### config.mk
export PLATFORM = sky130hd
export DESIGN_NAME = splpr_div
export DESIGN_NICKNAME = d
export VERILOG_FILES = /design/src/assert_macros.svh /design/src/splpr_pkg.sv /design/src/splpr_div.sv
export SDC_FILE = /design/constraint.sdc
export NUM_CORES = 1
export LEC_CHECK = 0
export ABC_AREA = 1
export BUFFER_PORTS_ARGS = -buffer_cell sky130_fd_sc_hd__clkbuf_2
export CAP_MARGIN = 25
export CORE_MARGIN = 3
export CORE_UTILIZATION = 50
export DETAILED_ROUTE_END_ITERATION = 6
export GPL_TIMING_DRIVEN = 0
export HOLD_SLACK_MARGIN = 0.02
export PLACE_DENSITY_LB_ADDON = 0.1
export RECOVER_POWER = 100
export SLEW_MARGIN = 10
export SYNTH_ARGS = -nofsm -noshare
export SYNTH_HDL_FRONTEND = slang
export SYNTH_SLANG_ARGS = --single-unit
### constraint.sdc
create_clock -name clk -period 7 [get_ports clk]
set_input_delay 1.05 -clock clk [delete_from_list [all_inputs] [get_ports clk]]
set_output_delay 1.05 -clock clk [all_outputs]
set_load 0.02 [all_outputs]
### src/assert_macros.svh
// Assertion helpers shared by the RTL. Each helper samples on clk and is
// disabled while rst is high.
`ifndef ASSERT_MACROS_SVH
`define ASSERT_MACROS_SVH

// The condition holds at every clock edge outside reset.
`define AST_ALWAYS(label, cond, msg) \
  label: assert property (@(posedge clk) disable iff (rst) (cond)) else $error(msg);

// The consequent holds in the same cycle as the antecedent.
`define AST_IMPLY(label, ante, cons, msg) \
  label: assert property (@(posedge clk) disable iff (rst) (ante) |-> (cons)) else $error(msg);

`endif

### src/splpr_pkg.sv
// ----------------------------------------------------------------------------
// Scan-line palette page recorder package
// Shared constants, item types and control structs of the recorder.
// ----------------------------------------------------------------------------
`timescale 1ns / 1ps

package splpr_pkg;

  localparam int VISIBLE_LINES = 256;
  localparam int TABLE_DEPTH   = 2 * VISIBLE_LINES;
  localparam int LINE_W        = $clog2(VISIBLE_LINES + 1);
  localparam int LINE_IDX_W    = $clog2(VISIBLE_LINES);
  localparam int ADDR_W        = $clog2(TABLE_DEPTH);
  localparam int PAL_W         = 4;
  localparam int PG_W          = 8;
  localparam int ENTRY_W       = PAL_W + PG_W;
  localparam int DIV_W         = 32;
  localparam int LT_W          = 24;
  localparam int PORCH_W       = 6;
  localparam int CFG_IDX_W     = 2;
  localparam int CFG_DATA_W    = 32;

  localparam logic [1:0] PENDING_SET = 2'd3;

  localparam logic [1:0] REQ_CHANGE = 2'd0;
  localparam logic [1:0] REQ_SYNC   = 2'd1;
  localparam logic [1:0] REQ_READ   = 2'd2;

  localparam logic [CFG_IDX_W-1:0] CFG_HALF_FRAME = 2'd0;
  localparam logic [CFG_IDX_W-1:0] CFG_LINE_TICKS = 2'd1;
  localparam logic [CFG_IDX_W-1:0] CFG_TOP_PORCH  = 2'd2;
  localparam logic [CFG_IDX_W-1:0] CFG_INIT_PAL   = 2'd3;

  typedef struct packed {
    logic [1:0]  req_type;
    logic [31:0] tick_count;
    logic [3:0]  new_palette;
    logic [7:0]  new_page;
    logic [8:0]  entry_index;
  } req_item_t;

  typedef struct packed {
    logic [8:0] scan_line;
    logic [3:0] entry_palette;
    logic [7:0] entry_page;
    logic [1:0] pending_count;
    logic       odd_half;
  } rsp_item_t;

  typedef struct packed {
    logic             start;
    logic [DIV_W-1:0] dividend;
    logic [DIV_W-1:0] divisor;
  } div_req_t;

  typedef struct packed {
    logic             done;
    logic [DIV_W-1:0] quot;
    logic [DIV_W-1:0] rem;
  } div_rsp_t;

  typedef struct packed {
    logic               en;
    logic [ADDR_W-1:0]  addr;
    logic [ENTRY_W-1:0] data;
  } mem_wr_t;

  typedef struct packed {
    logic              en;
    logic [ADDR_W-1:0] addr;
  } mem_rd_t;

endpackage

### src/splpr_div.sv
// ----------------------------------------------------------------------------
// Shared restoring divider
// Produces quotient and remainder, one bit per cycle.
// ----------------------------------------------------------------------------
`timescale 1ns / 1ps

module splpr_div (
  input  logic                clk,
  input  logic                rst,
  input  splpr_pkg::div_req_t req,
  output splpr_pkg::div_rsp_t rsp
);
  import splpr_pkg::*;

  localparam int CNT_W = $clog2(DIV_W + 1);

  logic [CNT_W-1:0] count;
  logic             busy;
  logic             done;
  logic [DIV_W-1:0] rem;
  logic [DIV_W-1:0] quot;
  logic [DIV_W-1:0] dvs;
  logic [DIV_W:0]   trial;
  logic             fits;

  assign trial = {rem, quot[DIV_W-1]};
  assign fits  = trial >= {1'b0, dvs};

  always_ff @(posedge clk) begin
    if (rst) begin
      busy  <= 1'b0;
      done  <= 1'b0;
      count <= '0;
    end else begin
      done <= 1'b0;
      if (req.start) begin
        busy  <= 1'b1;
        count <= CNT_W'(DIV_W);
        rem   <= '0;
        quot  <= req.dividend;
        dvs   <= req.divisor;
      end else if (busy) begin
        rem   <= fits ? DIV_W'(trial - {1'b0, dvs}) : trial[DIV_W-1:0];
        quot  <= {quot[DIV_W-2:0], fits};
        count <= count - CNT_W'(1);
        if (count == CNT_W'(1)) begin
          busy <= 1'b0;
          done <= 1'b1;
        end
      end
    end
  end

  assign rsp.done = done;
  assign rsp.quot = quot;
  assign rsp.rem  = rem;

endmodule

==> run metrics <==
status finished with violations; violated checks max-capacitance violations, max-slew violations; slew margin rel. -105%; Syn Inst Count 984; Antenna Nets Post-Route 0; vias 6216; FF+latch area 0.00304 mm2; total gr overflow 0; RSZ-0062 raised after global routing false; pwr/cell area 249 mW/mm2; Pwr Total 2.03 mW; Max FO, Critical Path 26; initial antenna violation count 0; CP Data Arrival Time 4.60 ns; Hold Crit Depth 1; Max Cap Viol 1; critical-path cell list clkbuf_1 > inv_1 > clkbuf_1 > o21ai_0 > buf_16 > buf_12; combinational share of power 35.1%; Seq pwr share 39.4%; wire per inst 13.7 um; internal power 1.27 mW; core area 0.0136 mm2; async set-reset flop share out of synthesis 0%; final setup fails 0; Chip Width 125 um; DRT Wirelength 17900 um; CP required 7.06 ns; Total GRT Usage 23.1%; largest net degree at the start of global routing 27; Yosys cell types 37; number of clock buffers inserted by TritonCTS 9; register area share after synthesis 43.0%; I/O Buffers 130; cell mode on critical path clkbuf_1; layout cell share with drive strength beyond 1 8.91%; Synth top area share 40.7%; static leakage 4.28 nW; ranking of synthesized cells by area edfxtp_1 41%, nand2_1 21%, inv_1 9.2%, nor2_1 6.1%, ha_1 6.0%; Yosys warnings 0; fin crit share 64.8%; clock power share 25.5%; commonest non-fill, non-tap cell in the layout nand2_1; Worst setup SP type primary input; worst hold path type flop to flop; Worst Min Path Start busy$_SDFF_PP0_; worst reg-to-reg path cell count 12; crit path capture type flop; Syn Nets 1086; drt pass-1 iters 6; H-Tree Depth 3; Slowest cell on crit path o21ai_0; worst vdd ir 0.165 mV; leading area contributor after synthesis edfxtp_1; Nets 1230; hold_buf cts 0; post-CTS setup buffer count 0; Worst-Margin Slew 3.05 ns; num ports 132; Starting Density 52.2%; crit path time final 4.53 ns; cell family with most CP delay compound AO/OA/AOI/OAI gates; Die Span Y 125 um; Fillers 1359; worst hold slack 0.540 ns; DR vias/cell 4.75; mapped cell area 0.00708 mm2; clock latency at the later pin of the worst-skew pair 0.36 ns; CTS tree done; Total Die Area 0.0156 mm2; switching portion of total power 37.7%; clock slew at reported path FFs 0.08 ns; 1st-iter DRT viols 389; R2R Path Start rem[27]$_SDFFCE_PP0P_; multi-input logic area 0.00322 mm2; HPWL after DPL 14300 um; clock root cell clkbuf_16; Hold Path End count[1]$_SDFFE_PP0P_; Final Skew 0.00725 ns; post_cts resized 0; Reg-to-Reg End rem[17]$_SDFFCE_PP0P_; Final Slew Violations 18; R2R Setup Slk 3.33 ns; vias in the first global route 5975; number of flops mapped to enable cells by yosys 96; Fmax 0.221 GHz; P&R area growth vs syn 15.2%; Critical Path Max Stage Delay 2.32 ns; Hold Violations, Final 0; Max Root-Sink Buffers 2; clock tree sinks 104; first-pass GRT wire length 29300 um; FF+latch count, synth 104; Bufs and invs on worst path 5; commonest register cell after synthesis edfxtp_1; row count 42; final routed DRC violation total 0; ANT cells 0; synthesized area per cell 7.19 um2; gpl congestion 0.949; Net Sw Power 766 uW; most frequent cells in the layout 401 x nand2_1, 174 x inv_1, 117 x nor2_1, 96 x edfxtp_1, 82 x clkbuf_1; CP Class primary input to flop
cell usage after synthesis, types with 2 or more instances:
library cell and count:
nand2_1 399, inv_1 174, nor2_1 115, edfxtp_1 96, ha_1 34, nand3_1 30
nand3b_1 23, a21oi_1 20, xor2_1 15, and2_1 10, clkbuf_1 8, dfxtp_1 8
nand4_1 5, buf_2 4, nor2_2 4, nor3_1 4, o21ai_0 4, buf_1 3
buf_6 3, inv_2 3, nand2_2 3, buf_4 2, nor3b_1 2, or2_2 2
sequential cells by signal, summed over array words and instances, names as in the netlist:
register  count
busy          1
done          1
dvs          32
count         6
rem          32
quot         32
cell families (layout without fill, tap and decap cells):
| group | Yosys count | count (layout) | synth area share [%] |
|---|---|---|---|
| fa+ha+maj | 35 | 35 | 6.29 |
| flops | 104 | 104 | 43.0 |
| compound gates | 28 | 28 | 2.05 |
| buf+inv | 198 | 347 | 11.0 |
| simple gates | 603 | 603 | 35.7 |
| xor+xnor | 16 | 16 | 1.98 |
layout make-up:
cell class                 instances  area share [%]
clock buffer                      11            3.11
timing repair buffer             133            7.59
multi-input combinational        682            39.4
clock inverter                     5           0.568
sequential                       104            37.3
tap                              176            2.70
buffer                            20            1.07
inverter                         178            8.21
stage by stage:
stage / TNS [ns] / std cells / cell area, um2 / utilization, % / setup WS (ns)
after floorplan: 0 / 984 / 7080 / - / 0.311
after global placement: -152.00 / 1290 / 7950 / 58.6 / -2.38
after detailed placement: 0 / 1293 / 8040 / 59.3 / 3.66
after CTS: 0 / 1309 / 8340 / 61.5 / 4.03
after global routing: 0 / 1309 / 8160 / 60.2 / 2.07
final: 0 / 1309 / 8160 / 60.2 / 2.47
how the worst max path moves through the flow:
stage | slack (ns) | endpoint | from | cells past startpoint
global placement | -2.38 | rem[19]$_SDFFCE_PP0P_ | req[64] | 4
finish | 2.47 | rem[22]$_SDFFCE_PP0P_ | req[64] | 6
floorplan | 0.31 | quot[0]$_DFFE_PP_ | req[64] | 4
detailed placement | 3.66 | rem[19]$_SDFFCE_PP0P_ | req[64] | 6
global route | 2.07 | rem[22]$_SDFFCE_PP0P_ | req[64] | 6
CTS | 4.03 | rem[19]$_SDFFCE_PP0P_ | req[64] | 6
layer usage:
metal	GRT usage (%)	up-vias	share of wire, %
met5	0	-	0
met4	5.17	0	1.2
met3	6.23	18	7.0
met2	38.0	167	46
met1	30.7	2737	46
li1	-	3294	-
power by group through the flow:
stage                     clock network (mW)  logic, mW  registers [mW]
after floorplan                            0      0.477           0.866
after global placement                     0      0.724           0.822
after detailed placement                   0      0.739           0.814
after CTS                              0.524      0.742           0.801
after global routing                   0.550      0.814           0.810
final                                  0.518      0.713           0.801
(Power assumes the default switching activity.)
